[src/rtl/ssr_pkg.sv]
package ssr_pkg;

    // Operation codes carried in the input tuser
    localparam logic [1:0] OP_TICK = 2'd0;
    localparam logic [1:0] OP_SET  = 2'd1;
    localparam logic [1:0] OP_MOVE = 2'd2;

    // Configuration register indexes
    localparam logic REG_ENABLE   = 1'b0;
    localparam logic REG_DEADZONE = 1'b1;

    localparam int ANGLE_W    = 16;
    localparam int SPEED_W    = 8;
    localparam int POS_W      = 8;
    localparam int IVL_W      = 5;
    localparam int DUTY_W     = 13;
    localparam int DZ_W       = 4;

    localparam logic [POS_W-1:0]  ANGLE_MAX   = 8'd180;
    localparam logic [POS_W-1:0]  POS_RESET   = 8'd90;
    localparam logic [IVL_W-1:0]  IVL_RESET   = 5'd20;
    localparam logic [IVL_W-1:0]  IVL_SLOWEST = 5'd20;
    localparam logic [DZ_W-1:0]   DZ_RESET    = 4'd2;
    localparam logic [DUTY_W-1:0] DUTY_MIN    = 13'd1638;

    // floor(s*19/99) as (s * 19 * 662) >> 16, exact for s in 0..99
    localparam logic [13:0] IVL_RECIP = 14'd12578;
    // floor(p*6226/180) as (p * 6226 * ceil(2^28/180)) >> 28, exact for p in 0..180
    localparam logic [33:0] DUTY_RECIP = 34'd9284889834;

    typedef struct packed {
        logic [POS_W-1:0] position;
        logic [POS_W-1:0] target;
        logic [IVL_W-1:0] interval;
        logic [IVL_W-1:0] countdown;
        logic             active;
    } t_ramp_state;

    // Clamp a signed request to 0..180 degrees
    function automatic logic [POS_W-1:0] clamp_angle(input logic signed [ANGLE_W-1:0] a);
        logic [POS_W-1:0] r;
        if (a < 0) begin
            r = '0;
        end else if (a > $signed({{(ANGLE_W-POS_W){1'b0}}, ANGLE_MAX})) begin
            r = ANGLE_MAX;
        end else begin
            r = a[POS_W-1:0];
        end
        return r;
    endfunction

    // Ticks per one-degree step for a raw speed
    function automatic logic [IVL_W-1:0] speed_interval(input logic [SPEED_W-1:0] spd);
        logic [6:0]  s;
        logic [20:0] prod;
        if (spd == '0) begin
            s = '0;
        end else if (spd > 8'd100) begin
            s = 7'd99;
        end else begin
            s = 7'(spd - 8'd1);
        end
        prod = 21'(s) * 21'(IVL_RECIP);
        return IVL_SLOWEST - prod[20:16];
    endfunction

    // PWM duty for a position
    function automatic logic [DUTY_W-1:0] pos_duty(input logic [POS_W-1:0] pos);
        logic [41:0] prod;
        prod = 42'(pos) * 42'(DUTY_RECIP);
        return prod[40:28] + DUTY_MIN;
    endfunction

endpackage

[src/rtl/ssr_step.sv]
module ssr_step (
    input  ssr_pkg::t_ramp_state                  i_state,
    input  logic [1:0]                            i_op,
    input  logic signed [ssr_pkg::ANGLE_W-1:0]    i_angle,
    input  logic [ssr_pkg::SPEED_W-1:0]           i_speed,
    input  logic                                  i_enabled,
    input  logic [ssr_pkg::DZ_W-1:0]              i_deadzone,
    output ssr_pkg::t_ramp_state                  o_state,
    output logic                                  o_update
);

    logic [ssr_pkg::POS_W-1:0] req;
    logic [ssr_pkg::POS_W-1:0] delta;
    logic [ssr_pkg::IVL_W-1:0] ivl;

    assign req   = ssr_pkg::clamp_angle(i_angle);
    assign delta = (req > i_state.position) ? req - i_state.position : i_state.position - req;
    assign ivl   = ssr_pkg::speed_interval(i_speed);

    // Work out the next ramp state for one beat
    always_comb begin
        o_state  = i_state;
        o_update = 1'b0;
        case (i_op)
            ssr_pkg::OP_TICK: begin
                if (i_state.active) begin
                    if (i_state.countdown > 5'd1) begin
                        o_state.countdown = i_state.countdown - 5'd1;
                    end else if (i_state.position == i_state.target) begin
                        o_state.active    = 1'b0;
                        o_state.countdown = '0;
                    end else begin
                        if (i_state.position < i_state.target) begin
                            o_state.position = i_state.position + 8'd1;
                        end else begin
                            o_state.position = i_state.position - 8'd1;
                        end
                        o_state.countdown = i_state.interval;
                        o_update          = 1'b1;
                    end
                end
            end
            ssr_pkg::OP_SET: begin
                if (i_enabled) begin
                    o_state.position  = req;
                    o_state.target    = req;
                    o_state.active    = 1'b0;
                    o_state.countdown = '0;
                    o_update          = 1'b1;
                end
            end
            ssr_pkg::OP_MOVE: begin
                if (i_enabled && (delta > {4'd0, i_deadzone})) begin
                    o_state.target    = req;
                    o_state.interval  = ivl;
                    o_state.active    = 1'b1;
                    o_state.countdown = ivl;
                    if (i_state.position < req) begin
                        o_state.position = i_state.position + 8'd1;
                    end else if (i_state.position > req) begin
                        o_state.position = i_state.position - 8'd1;
                    end
                    o_update = 1'b1;
                end
            end
            default: begin
                o_update = 1'b0;
            end
        endcase
    end

endmodule

[src/rtl/servo_slew_rate_ramp.sv]
// Channel   Dir  Bits  Contents
// s_axis    in   24/2  tdata: angle[15:0], speed[23:16]; tuser: operation
// m_axis    out  24/1  tdata: duty[12:0], position[20:13], moving[21]; tuser: duty_update
// cfg       in   1/4   index 0 output_enabled, index 1 deadzone_degrees
//
// One beat is accepted every cycle while the result side does not stall; its result is formed
// through the input register, then the ramp update and duty multiply into the result register.
// Reset gives position 90, interval 20, no move, output disabled, deadzone 2.
// A stalled result holds the pipeline; tready drops only when both registers are full
// and the result is not being taken.
module servo_slew_rate_ramp (
    input  logic        i_clk,
    input  logic        i_rst_n,
    input  logic        i_s_axis_tvalid,
    output logic        o_s_axis_tready,
    input  logic [23:0] i_s_axis_tdata,   // angle[15:0], speed[23:16]
    input  logic [1:0]  i_s_axis_tuser,   // operation[1:0]
    output logic        o_m_axis_tvalid,
    input  logic        i_m_axis_tready,
    output logic [23:0] o_m_axis_tdata,   // duty[12:0], position[20:13], moving[21], zero[23:22]
    output logic        o_m_axis_tuser,   // duty_update[0]
    input  logic        i_cfg_we,
    input  logic        i_cfg_index,
    input  logic [3:0]  i_cfg_wdata
);

    logic                           r_in_valid;
    logic [1:0]                     r_op;
    logic [ssr_pkg::ANGLE_W-1:0]    r_angle;
    logic [ssr_pkg::SPEED_W-1:0]    r_speed;

    logic                           r_out_valid;
    logic                           r_update;
    logic [ssr_pkg::DUTY_W-1:0]     r_duty;
    logic [ssr_pkg::POS_W-1:0]      r_position;
    logic                           r_moving;

    logic                           r_enabled;
    logic [ssr_pkg::DZ_W-1:0]       r_deadzone;
    ssr_pkg::t_ramp_state           r_state;
    ssr_pkg::t_ramp_state           n_state;
    logic                           n_update;

    logic                           advance;

    // Move the input register on whenever the result register is free
    assign advance         = !r_out_valid || i_m_axis_tready;
    assign o_s_axis_tready = !r_in_valid || advance;

    ssr_step u_step (
        .i_state    (r_state),
        .i_op       (r_op),
        .i_angle    (r_angle),
        .i_speed    (r_speed),
        .i_enabled  (r_enabled),
        .i_deadzone (r_deadzone),
        .o_state    (n_state),
        .o_update   (n_update)
    );

    // Capture input beats
    always_ff @(posedge i_clk) begin
        if (!i_rst_n) begin
            r_in_valid <= 1'b0;
        end else if (o_s_axis_tready) begin
            r_in_valid <= i_s_axis_tvalid;
        end
        if (o_s_axis_tready && i_s_axis_tvalid) begin
            r_op    <= i_s_axis_tuser;
            r_angle <= i_s_axis_tdata[15:0];
            r_speed <= i_s_axis_tdata[23:16];
        end
    end

    // Update ramp state, load the result, take config writes
    always_ff @(posedge i_clk) begin
        if (!i_rst_n) begin
            r_out_valid <= 1'b0;
            r_enabled   <= 1'b0;
            r_deadzone  <= ssr_pkg::DZ_RESET;
            r_state     <= '{position:  ssr_pkg::POS_RESET,
                             target:    ssr_pkg::POS_RESET,
                             interval:  ssr_pkg::IVL_RESET,
                             countdown: '0,
                             active:    1'b0};
        end else begin
            if (advance) begin
                r_out_valid <= r_in_valid;
                if (r_in_valid) begin
                    r_state <= n_state;
                end
            end
            if (i_cfg_we) begin
                case (i_cfg_index)
                    ssr_pkg::REG_ENABLE: begin
                        r_enabled <= i_cfg_wdata[0];
                        if (!i_cfg_wdata[0]) begin
                            r_state.active    <= 1'b0;
                            r_state.countdown <= '0;
                        end
                    end
                    ssr_pkg::REG_DEADZONE: begin
                        r_deadzone <= i_cfg_wdata;
                    end
                    default: begin
                        r_deadzone <= r_deadzone;
                    end
                endcase
            end
        end
    end

    // Result payload
    always_ff @(posedge i_clk) begin
        if (advance && r_in_valid) begin
            r_update   <= n_update;
            r_duty     <= ssr_pkg::pos_duty(n_state.position);
            r_position <= n_state.position;
            r_moving   <= n_state.active;
        end
    end

    assign o_m_axis_tvalid = r_out_valid;
    assign o_m_axis_tdata  = {2'b00, r_moving, r_position, r_duty};
    assign o_m_axis_tuser  = r_update;

endmodule

[config.mk]
export PLATFORM = sky130hd
export DESIGN_NAME = servo_slew_rate_ramp
export DESIGN_NICKNAME = d
export VERILOG_FILES = /design/src/rtl/ssr_pkg.sv /design/src/rtl/ssr_step.sv /design/src/rtl/servo_slew_rate_ramp.sv
export SDC_FILE = /design/constraint.sdc
export NUM_CORES = 1
export LEC_CHECK = 0
export BUFFER_PORTS_ARGS = -buffer_cell sky130_fd_sc_hd__buf_2
export CAP_MARGIN = 30
export CELL_PAD_IN_SITES_DETAIL_PLACEMENT = 0
export CELL_PAD_IN_SITES_GLOBAL_PLACEMENT = 1
export CORE_MARGIN = 2
export CORE_UTILIZATION = 44
export DETAILED_ROUTE_END_ITERATION = 6
export GPL_TIMING_DRIVEN = 0
export PLACE_DENSITY = 0.9
export SLEW_MARGIN = 20
export SYNTH_ARGS = -nofsm -noshare
export SYNTH_HDL_FRONTEND = slang
export SYNTH_SLANG_ARGS = --single-unit
[constraint.sdc]
create_clock -name i_clk -period 10.2 [get_ports i_clk]
set_input_delay 0.51 -clock i_clk [delete_from_list [all_inputs] [get_ports i_clk]]
set_output_delay 0.51 -clock i_clk [all_outputs]
set_load 0.02 [all_outputs]
# ---- After elaboration in Yosys (flattened, before gate mapping)
# Cells that the tools add are included.
dict set report word_totals {
  input_bits 36
  output_inout_bits 27
  regBits 83
  word_cells 88
}
dict set report op_classes {
  n_reduce_logical 15
  mul 2
  n_eq_ne 5
  n_bitwise 1
  n_mux 32
  addsub 8
  n_lt_le_gt_ge 9
}
# operator n
set op_table {}
lappend op_table {{$mux 8} 9}
lappend op_table {{$mux 6} 7}
lappend op_table {{$mul 8x33->40 const B} 1}
lappend op_table {{$mux 27} 1}
lappend op_table {{$pmux 8 s3} 1}
lappend op_table {{$mul 7x13->20 const B} 1}
lappend op_table {{$pmux 6 s3} 1}
lappend op_table {{$gt 16x9->1 const B} 1}
lappend op_table {{$gt 8x8->1} 2}
lappend op_table {{$lt 16x1->1 const B} 1}
lappend op_table {{$lt 8x8->1} 2}
lappend op_table {{$mux 16} 1}
lappend op_table {{$pmux 8 s2} 1}
lappend op_table {{$sub 8x8->8} 2}
lappend op_table {{$mux 7} 2}
lappend op_table {{$add 13x11->13 const B} 1}
lappend op_table {{$mux 5} 2}
lappend op_table {{$add 8x1->8 const B} 1}
lappend op_table {{$eq 8x8->1} 1}
lappend op_table {{$gt 8x4->1} 1}
lappend op_table {{$gt 8x7->1 const B} 1}
lappend op_table {{$logic_not 8->1} 1}
lappend op_table {{$sub 8x1->8 const B} 1}
lappend op_table {{$sub 7x1->7 const B} 1}
lappend op_table {{18 further kinds} 29}

# ---- Depth between registers and ports, before layout
# Gate-level depths: netlist (run 1).
dict set report depth {
  depth_word 14
  mapped_depth 54
  ltp_nobuf 52
}

# ---- Modules after synthesis
# A second synthesis (run 1) with hierarchy kept.
dict set report unflattened {
  cells_unflattened 1269
  area_unflattened_um2 10968.0
}
# module cells_per_inst n_inst area_per_inst_um2 seq_area_each_um2
set by_module_without_submodules {}
lappend by_module_without_submodules {servo_slew_rate_ramp 699 1 6964.2 2152.1}
lappend by_module_without_submodules {ssr_step 570 1 4003.8 0.0}

# ---- Least setup slack after synthesis (run 1)
# No wires, ideal clock.
dict set report synth_path {
  path_kind {register to register}
  from {register r_angle[6] (netlist bit)}
  to {register r_duty[12] (netlist bit) (data pin)}
  required_time_ns 9.938
  setup_ns 0.262
  arrival_ns 10.301
  period_less_slack_ns 10.563
  stages_incl_launch_ff 51
  setup_slack_ns -0.363
  n_path_buf 1
  cell_sequence {edfxtp_1 > or2_2 > o211a_1 > nor3_1 > nand2_1 > ha_1 > ha_1 > a211oi_1 > o211ai_1 > nand2_2 > nor2_1 > a21oi_1 > xnor2_1 > ha_1 > o21a_1 > o21a_1 > o21ai_0 > o221ai_1 > (+15 left out) > inv_1 > fa_1 > ha_1 > a21o_1 > a21o_1 > a21oi_1 > o211ai_1 > a21o_1 > a21o_1 > a21o_1 > a21o_1 > a221o_1 > a21oi_1 > xor2_1 > nor2_2 > a311oi_1 > nor3_2 > xnor2_1}
}
# element line
set synth_lines {}
lappend synth_lines {{from (decl)} servo_slew_rate_ramp.sv:29} ;# logic [ssr_pkg::ANGLE_W-1:0] r_angle;
lappend synth_lines {{from (signal assigned)} servo_slew_rate_ramp.sv:70} ;# r_angle <= i_s_axis_tdata[15:0];
lappend synth_lines {{to (signal assigned)} servo_slew_rate_ramp.sv:117} ;# r_duty <= ssr_pkg::pos_duty(n_state.position);
lappend synth_lines {{to (decl)} servo_slew_rate_ramp.sv:34} ;# logic [ssr_pkg::DUTY_W-1:0] r_duty;

==> results of run 1 <==
path summary, 6_finish.rpt:
kind / from / end / slack (ns) / cells after the start
max: r_angle[6]$_DFFE_PP_ / r_duty[11]$_DFFE_PP_ / -0.20 / 50
min: i_s_axis_tdata[23] / r_speed[7]$_DFFE_PP_ / 0.32 / 1
max reg2reg: r_angle[6]$_DFFE_PP_ / r_duty[11]$_DFFE_PP_ / -0.20 / 50
min reg2reg: r_deadzone[3]$_SDFFE_PN0P_ / r_deadzone[3]$_SDFFE_PN0P_ / 0.47 / 2
registers in the layout, indices dropped and copies added (netlist names):
name,count
r_position,8
o_m_axis_tuser,1
r_in_valid,1
o_m_axis_tvalid,1
r_op,2
r_enabled,1
r_moving,1
r_duty,13
r_deadzone,4
r_speed,8
r_angle,16
r_state,27
routing by layer:
layer / share of wire, % / wire [um] / track usage (%)
met1: 45 / 13300 / 30.8
met2: 48 / 14200 / 40.9
met3: 4.9 / 1470 / 3.48
met4: 2.7 / 818 / 7.94
met5: 0 / 0 / 0
cell usage in the layout, fill, tap and decap left out, drive strengths merged, types with 39 or more instances in the layout:
cell	n
clkbuf	39
a21o	44
nand2	99
nor2	61
fa	57
ha	163
edfxtp	49
buf	165
o21ai	42
inv	183
a21oi	79
what timing repair did:
item,in CTS,in global routing
gates resized for setup,94,63
gates cloned,0,0
pin swaps,54,73
setup buffers,77,25
setup endpoints to repair,13,12
critical path: cells and delay by family, from the launching register on:
kind	cells	cell delay, ns
flops	1	0.42
simple gates	18	3.35
buf+inv	7	0.64
compound gates	15	2.51
xor+xnor	2	0.27
fa+ha+maj	8	2.94
area by class of cell:
cell class / instances / area (um2) / share of cell area [%]
Sequential cell: 83 / 2150 / 16.8
Multi-Input combinational cell: 908 / 8000 / 62.3
Timing Repair Buffer: 159 / 1100 / 8.56
Clock inverter: 7 / 56.3 / 0.439
Tap cell: 319 / 399 / 3.11
Inverter: 187 / 742 / 5.78
Clock buffer: 9 / 225 / 1.75
Buffer: 36 / 165 / 1.29
power groups by stage:
stage	combinational (mW)	sequential (mW)	clock (mW)
finish	2.62	0.466	0.331
global route	2.90	0.470	0.347
CTS	2.40	0.466	0.338
detailed placement	2.03	0.472	0
global placement	1.98	0.471	0
floorplan	1.54	0.504	0
per-stage QoR:
stage / worst slack (ns) / setup TNS, ns
4_1_cts: -0.0276 / -0.0276
3_3_place_gp: -2.28 / -21.47
2_1_floorplan: 0.0217 / 0
3_5_place_dp: -2.02 / -18.80
6_report: -0.198 / -0.844
5_1_grt: -0.573 / -3.40
cell families after synthesis:
kind of cell,after synthesis
other,1
adders and majority gates,220
DFF,83
muxes,5
AOI/OAI and AO/OA,312
buffers and inverters,225
and+or+nand+nor,326
xor gates and xnor gates,43
==> run summary, run 1 <==
• complete, but fails checks — outcome
• negative setup slack — failing checks
• 266 mW/mm2 — P per Cell Area
• 10.31 ns — Worst EP required
• 44.6% — initial core utilization
• 21.8 mm — estimated wirelength of the detail-placed design
• sky130_fd_sc_hd__inv_2 — cell type with the highest occurrence count on the critical path
• 0.0234 mm2 — Core Region
• 0 — max capacitance violation total
• 102% — final cycle utilization of the critical path
• 88 — post-synthesis cell type count
• input port to register — path type of the worst min-delay path
• 83 — register bit count reported by yosys
• 56 — num rows
• 3.68% — synthesized-area fraction occupied by xor and xnor cells
• 54.8% — Finished Core Util
• 1.03 ns — worst-margin pin slew
• 6.04 nW — Leakage Power
• 0 — Residual DRC
• 1,596 — placed instance count
• yes — setup repair after global routing missed its margin
• 0.937 — routability-driven placement congestion ratio
• 0 — post-detailed-route count of antenna-violating nets
• 1,708 — post-route insts no fill
• 47.1% — switch share
• 76.6% — Gate power share
• 6 — total setup violations reported at the end of the flow
• 158 um — DIE WIDTH
• 0.527% — mux cell area share after synthesis
• sky130_fd_sc_hd__inv_1 — most numerous cell in the Yosys netlist
• 0 — count of warnings emitted by yosys
• 818 — 1st-iter DRT viols
• 0.202 mV — VDD IR-drop max
• 0.0128 mm2 — post-route cell area
• register — kind of launch point of the worst setup path
• 0.0250 mm2 — die footprint
• 0 — final global-route overflow total
• 46.8 mm — global-route wire length before repair
• 0% — Synth async-reset ratio
• 10.40 ns — time the worst path needs with I/O delays and setup
• 5.64 — post-detailed-route via-to-cell ratio
• 6 — largest driver fanout on the critical path
• 29.9 mm — sum of routed wire length over all layers
• 1.80 mW — Cell Int Power
• 9,387 — vias in the first global route
• 23.9% — global routing usage summed across all routing layers
• sky130_fd_sc_hd__clkbuf_16 — Clock Tree Root
• 17.5 um — detail-routed net length per standard cell
• 10.51 ns — arrival time at the worst endpoint
• 15.7% — area fraction in and, or, nand and nor cells after synthesis
• -0.198 ns — final worst setup slack
• 0.57 ns — largest stage delay on the critical path
• 23.1% — ratio of cells with drive above 1 in the final layout
• sky130_fd_sc_hd__edfxtp_1 — most common flop cell mapped by yosys
• 3.41 mW — Design Power
• 2 — maximum number of buffers from clock root to sink
• 1,640 — number of nets in the layout
• 9,637 — Via Count
• 0 — count of antenna diodes in the layout
• register — nature of the critical path endpoint
• 0.0112 mm2 — area post-placement
• 158 um — die height
• 0.36 ns — insertion delay to the later sink of the worst-skew pair
• 0.0104 mm2 — cell area after synthesis
• 20.6% — Synth Area in Compound Gates
• sky130_fd_sc_hd__ha_1 — post-synth top area cell
• 9.7% — Clock power frac
• 0 — Max Slew Vio Count
• 9 — Inserted Clock Buffers
• 13.7% — power share of the sequential group
• yes — TritonCTS clock tree
• 6 — DRT Pass-1 Iters
• 0 — number of buffers inserted by hold repair at cts
• 96.2 MHz — Fmax achieved
• 8.59 um2 — average cell area after synthesis
• sky130_fd_sc_hd__ha_1 20%, sky130_fd_sc_hd__edfxtp_1 14%, sky130_fd_sc_hd__fa_1 11% — main area contributors after synthesis
• 31.1% — Max transition margin
• 1.61 mW — switching power
• 0.322 ns — worst hold slack after final layout
• 20.6% — sequential cell area fraction in the yosys report
• 0 — number of antenna violations at the first check in global routing
• 0.00821 ns — setup clock skew after layout
• 23.0% — signed area change from the synthesized netlist to the final layout
• sky130_fd_sc_hd__fa_1 — slowest cell on the critical path
• 3 — CTS HTree Levels
• 0.07 ns — post-CTS clock slew at the launch and capture registers of the worst setup and hold paths
• 59 — number of I/O port buffers
• 49 — number of synthesized flops with an enable pin
• 31 — largest net degree at the start of global routing
• 63 — I/O pin count
• 2,119 — number of fill cells in the layout
• adder cells — main combinational cell family by area after synthesis
• 83 — CTS Sinks
• 0 — Hold Fails Final Rpt
• register to register — critical path type
• 19.5% — post-synth top area share
• 1,215 — Cells after Synth
• 30.5% — share of synthesized cell area in full adder, half adder and majority cells
• 183 x sky130_fd_sc_hd__inv_1, 163 x sky130_fd_sc_hd__ha_1, 98 x sky130_fd_sc_hd__nand2_1 — most used standard cells in the synthesized netlist
No activity file was read; power rests on OpenSTA's default activity.
==> run 2: changes to the inputs <==
--- a/config.mk
+++ b/config.mk
@@ -7,7 +7,7 @@
 export LEC_CHECK = 0
 export BUFFER_PORTS_ARGS = -buffer_cell sky130_fd_sc_hd__buf_2
 export CAP_MARGIN = 30
-export CELL_PAD_IN_SITES_DETAIL_PLACEMENT = 0
+export CELL_PAD_IN_SITES_DETAIL_PLACEMENT = 1
 export CELL_PAD_IN_SITES_GLOBAL_PLACEMENT = 1
 export CORE_MARGIN = 2
 export CORE_UTILIZATION = 44
==> run 2 against run 1 <==
The flow finishes with violations (design-rule violations, negative setup slack). Worst setup slack got worse by 1.2 ns. Register-to-register slack worse by 1.2 ns. Die area did not move. Sequential share of layout area is 0.56 points lower. Count of clock-buffer cells in the layout stayed put. Combinational power is 24% higher. Largest power group unchanged. Highest routed layer is now met5.
==> run summary, run 2 (synthesis results as in run 1) <==
• 52.0 mm — sum of routed wire length over all layers
• r_state — register ranked first by flip-flop count
• r_state (27), r_angle (16), r_duty (13) — Regs by FF count
• 56 — num rows
• 0.217 mV — VDD IR-drop max
• 158 um — die height
• 7 — DRT Pass-1 Iters
• sky130_fd_sc_hd__inv_1 — commonest non-fill, non-tap cell in the layout
• 0.0164 ns — setup clock skew after layout
• register — kind of launch point of the worst setup path
• 0.0234 mm2 — Core Region
• 9 — Inserted Clock Buffers
• r_duty[10]$_DFFE_PP_ — worst setup path endpoint
• 66.9 mm — global-route wire length before repair
• 6 — largest driver fanout on the critical path
• 0.70 ns — largest stage delay on the critical path
• 27 — flip-flop count of the largest register after layout
• complete, but fails checks — outcome
• yes — setup repair after global routing missed its margin
• 12,104 — vias in the first global route
• 0.09 ns — post-CTS clock slew at the launch and capture registers of the worst setup and hold paths
• 86.2 MHz — Fmax achieved
• 63 — I/O pin count
• register — nature of the critical path endpoint
• 12 — total setup violations reported at the end of the flow
• 27.2% — signed area change from the synthesized netlist to the final layout
• 0.0133 mm2 — post-route cell area
• sky130_fd_sc_hd__fa_1 — slowest cell on the critical path
• r_angle[6]$_DFFE_PP_ — Critical Path Start
• 31 — largest net degree at the start of global routing
• 0 — final global-route overflow total
• 4.09 mW — Design Power
• -2.45 ns — setup slack at placement
• -1.39 ns — final worst setup slack
• 1,653 — number of nets in the layout
• 1,596 — placed instance count
• design-rule violations, negative setup slack — failing checks
• 30.1 um — detail-routed net length per standard cell
• 158 um — DIE WIDTH
• i_s_axis_tdata[4] — min-delay src
• 0.40 ns — insertion delay to the later sink of the worst-skew pair
• 10.3% — Max transition margin
• -12.23 ns — summed negative setup slack over all endpoints
• 59 — number of I/O port buffers
• 11,878 — Via Count
• 6.16 nW — Leakage Power
• 3 — CTS HTree Levels
• 0.937 — routability-driven placement congestion ratio
• register to register — critical path type
• 52 — depth of the most critical reg-to-reg path
• r_angle[6]$_DFFE_PP_ — reg-to-reg critical path startpoint
• 26 — Residual DRC
• 26.0% — ratio of cells with drive above 1 in the final layout
• r_duty[10]$_DFFE_PP_ — worst flop-to-flop path endpoint
• 0.0112 mm2 — area post-placement
• input port to register — path type of the worst min-delay path
• yes — TritonCTS clock tree
• sky130_fd_sc_hd__buf_6 — cell type with the highest occurrence count on the critical path
• 6.87 — post-detailed-route via-to-cell ratio
• 1.33 ns — worst-margin pin slew
• 11.74 ns — arrival time at the worst endpoint
• 308 mW/mm2 — P per Cell Area
• 1,728 — post-route insts no fill
• 0 — Max Slew Vio Count
• 0 — Hold Fails Final Rpt
• 2 — maximum number of buffers from clock root to sink
• 83 — CTS Sinks
• 10 — number of antenna violations at the first check in global routing
• 0.0250 mm2 — die footprint
• sky130_fd_sc_hd__clkbuf_16 — Clock Tree Root
• 44.6% — initial core utilization
• 1,592 — 1st-iter DRT viols
• -1.39 ns — Worst R2R Setup Slack
• 10.34 ns — Worst EP required
• 114% — final cycle utilization of the critical path
• 0 — post-detailed-route count of antenna-violating nets
• 56.8% — Finished Core Util
• 0.275 ns — worst hold slack after final layout
• 161 x sky130_fd_sc_hd__inv_1, 136 x sky130_fd_sc_hd__ha_1, 99 x sky130_fd_sc_hd__buf_4 — highest-count cells in the layout ignoring fill and taps
• 35.0% — global routing usage summed across all routing layers
• 11.59 ns — time the worst path needs with I/O delays and setup
• 25.6 mm — estimated wirelength of the detail-placed design
• 0 — max capacitance violation total
-- run 2: how the worst min path moves through the flow --
stage,endpoint,slack [ns],cells after the start
after CTS,r_speed[2]$_DFFE_PP_,0.31,1
after floorplan,r_deadzone[1]$_SDFFE_PN1P_,0.44,2
after global routing,r_angle[4]$_DFFE_PP_,0.27,1
final,r_angle[4]$_DFFE_PP_,0.27,1
after global placement,r_deadzone[3]$_SDFFE_PN0P_,0.46,2
after detailed placement,r_deadzone[1]$_SDFFE_PN1P_,0.47,2
-- run 2: layout make-up --
type / instances / area [um2]
Antenna cell: 7 / 17.5
Buffer: 36 / 169
Clock buffer: 9 / 225
Clock inverter: 7 / 58.8
Fill cell: 2701 / 10100
Inverter: 187 / 751
Multi-Input combinational cell: 908 / 8290
Sequential cell: 83 / 2150
Tap cell: 319 / 399
Timing Repair Buffer: 172 / 1220
-- run 2: worst max-delay path: cells and delay by family (launching register included) --
kind	cells	cell delay, ns
xor gates and xnor gates	2	0.48
adders and majority gates	7	2.48
and+or+nand+nor	14	2.84
muxes	1	0.22
buffers and inverters	10	1.36
AOI/OAI and AO/OA	18	3.49
DFF	1	0.46
-- run 2: timing repair --
| item | in CTS | in global routing |
|---|---|---|
| endpoints found under the setup margin | 13 | 13 |
| resized for setup | 136 | 79 |
| setup buffers | 83 | 29 |
| hold buffers | 0 | 0 |
| pin swaps | 79 | 73 |
-- run 2: per-layer routing --
metal  GRT usage (%)  vias up  wire length, um
met2            59.7     1027            23100
met4            24.4       10             4900
met1            37.4     5680            17700
met3            9.75      480             6190
met5               0        -              167
li1                -     4681                -
-- run 2: report_power, final --
group	total (mW)	switching, mW	internal [mW]
Combinational	3.25	1.93	1.33
Sequential	0.474	0.0260	0.448
Clock	0.366	0.196	0.170
Total	4.09	2.15	1.95
==> run 3: changes to the inputs <==
--- a/config.mk
+++ b/config.mk
@@ -12,7 +12,6 @@
 export CORE_MARGIN = 2
 export CORE_UTILIZATION = 44
 export DETAILED_ROUTE_END_ITERATION = 6
-export GPL_TIMING_DRIVEN = 0
 export PLACE_DENSITY = 0.9
 export SLEW_MARGIN = 20
 export SYNTH_ARGS = -nofsm -noshare
==> run 3 against run 2 <==
The flow finishes with violations (negative setup slack). Combinational power fell by 4%. Global-route usage shrank 2.9 points. Register-to-register slack improved by 0.34 ns. Largest cell class unchanged. Largest power group unchanged.
==> run summary, run 3 (synthesis results as in run 1) <==
• complete, but fails checks — outcome
• negative setup slack — failing checks
• 10.33 ns — Worst EP required
• 37.6% — Max transition margin
• 83 — CTS Sinks
• 3.98 mW — Design Power
• 0.0154 ns — setup clock skew after layout
• 24.8% — ratio of cells with drive above 1 in the final layout
• register — nature of the critical path endpoint
• 44.6% — initial core utilization
• 0.0234 mm2 — Core Region
• 8 — buffering stage count on the worst path with inverters included
• 5 — largest driver fanout on the critical path
• 158 um — DIE WIDTH
• 11,381 — vias in the first global route
• 56 — num rows
• 11.26 ns — time the worst path needs with I/O delays and setup
• 51 — Critical Path Stages
• 24.0% — signed area change from the synthesized netlist to the final layout
• 0 — Residual DRC
• 12 — total setup violations reported at the end of the flow
• 308 mW/mm2 — P per Cell Area
• r_state — register ranked first by flip-flop count
• yes — setup repair after global routing missed its margin
• 0.57 ns — largest stage delay on the critical path
• 63 — I/O pin count
• 61.9 mm — global-route wire length before repair
• 88.8 MHz — Fmax achieved
• sky130_fd_sc_hd__fa_1 — slowest cell on the critical path
• 45.6 mm — sum of routed wire length over all layers
• 0 — max capacitance violation total
• 1,096 — 1st-iter DRT viols
• sky130_fd_sc_hd__inv_1 — commonest non-fill, non-tap cell in the layout
• 9 — Inserted Clock Buffers
• 0.213 mV — VDD IR-drop max
• 3 — CTS HTree Levels
• 5 — DRT Pass-1 Iters
• -8.82 ns — summed negative setup slack over all endpoints
• 11.38 ns — arrival time at the worst endpoint
• register to register — critical path type
• 1 — worst hold stages
• 0 — count of antenna diodes in the layout
• 32.1% — global routing usage summed across all routing layers
• compound AO/OA/AOI/OAI gates — family with the most delay on the worst path
• 1,652 — number of nets in the layout
• 0 — Max Slew Vio Count
• 2 — maximum number of buffers from clock root to sink
• 2,755 — number of fill cells in the layout
• 28.7 mm — estimated wirelength of the detail-placed design
• 0.994 — routability-driven placement congestion ratio
• 0 — post-detailed-route count of antenna-violating nets
• 0 — final global-route overflow total
• 0.934 ns — worst-margin pin slew
• r_state (27), r_angle (16), r_duty (13) — Regs by FF count
• 158 um — die height
• register — kind of launch point of the worst setup path
• 110% — final cycle utilization of the critical path
• 0 — Hold Fails Final Rpt
• 6.50 — post-detailed-route via-to-cell ratio
• 51 — depth of the most critical reg-to-reg path
• 11,188 — Via Count
• sky130_fd_sc_hd__clkbuf_16 — Clock Tree Root
• 0 — number of antenna violations at the first check in global routing
• 0.08 ns — post-CTS clock slew at the launch and capture registers of the worst setup and hold paths
• 26.5 um — detail-routed net length per standard cell
• 27 — flip-flop count of the largest register after layout
• -1.06 ns — Worst R2R Setup Slack
• 6.18 nW — Leakage Power
• 29 — largest net degree at the start of global routing
• 0.38 ns — insertion delay to the later sink of the worst-skew pair
• 60 — number of I/O port buffers
• yes — TritonCTS clock tree
• 0.0250 mm2 — die footprint
• -1.06 ns — final worst setup slack
• 172 x sky130_fd_sc_hd__inv_1, 144 x sky130_fd_sc_hd__ha_1, 144 x sky130_fd_sc_hd__buf_4 — highest-count cells in the layout ignoring fill and taps
• input port to register — path type of the worst min-delay path
## run 3: area by class of cell
class	count	area, um2	area share (%)
well taps	319	399	3.08
clock inverters	5	66.3	0.512
repair buffers	207	1420	11.0
clock buffers	11	254	1.96
multi-input cells	908	7940	61.3
flip-flops and latches	83	2150	16.6
inverters	187	713	5.51
## run 3: repair_timing
action                     in CTS  in global routing
cloned                          0                  0
pin swaps                      22                 52
hold buffers                    0                  0
buffers inserted               31                 22
gates resized for setup        59                 64
setup endpoints to repair      11                 12
## run 3: through the flow
stage / area (um2) / hold WS [ns] / cells / setup WS [ns] / utilization (%)
floorplan: 10500 / 0.441 / 1216 / 0.0217 / -
global placement: 11700 / 0.456 / 1650 / -0.267 / 49.9
detailed placement: 11700 / 0.469 / 1651 / -0.804 / 50.0
CTS: 12500 / 0.320 / 1698 / 0.00879 / 53.4
global route: 12900 / 0.311 / 1720 / -1.29 / 55.3
finish: 12900 / 0.309 / 1720 / -1.06 / 55.3
## run 3: per-layer routing
| metal | part of all wire (%) | GRT usage (%) | vias to the layer above | routed length [um] |
|---|---|---|---|---|
| li1 | - | - | 4656 | - |
| met1 | 36 | 37.3 | 5488 | 16500 |
| met2 | 48 | 57.1 | 711 | 21800 |
| met3 | 8.1 | 5.53 | 333 | 3700 |
| met4 | 7.9 | 15.5 | 0 | 3620 |
| met5 | 0 | 0 | - | 0 |
## run 3: final timing paths
path                         startpoint                    endpoint
max                r_angle[0]$_DFFE_PP_        r_duty[11]$_DFFE_PP_
min                   i_s_axis_tdata[4]        r_angle[4]$_DFFE_PP_
max reg2reg        r_angle[0]$_DFFE_PP_        r_duty[11]$_DFFE_PP_
min reg2reg  r_deadzone[2]$_SDFFE_PN0P_  r_deadzone[2]$_SDFFE_PN0P_
## run 3: power by group
group / switching, mW / leakage [nW] / internal (mW)
combinational: 1.79 / 5.28 / 1.32
sequential: 0.0254 / 0.747 / 0.448
clock: 0.190 / 0.154 / 0.210
total: 2.01 / 6.18 / 1.98
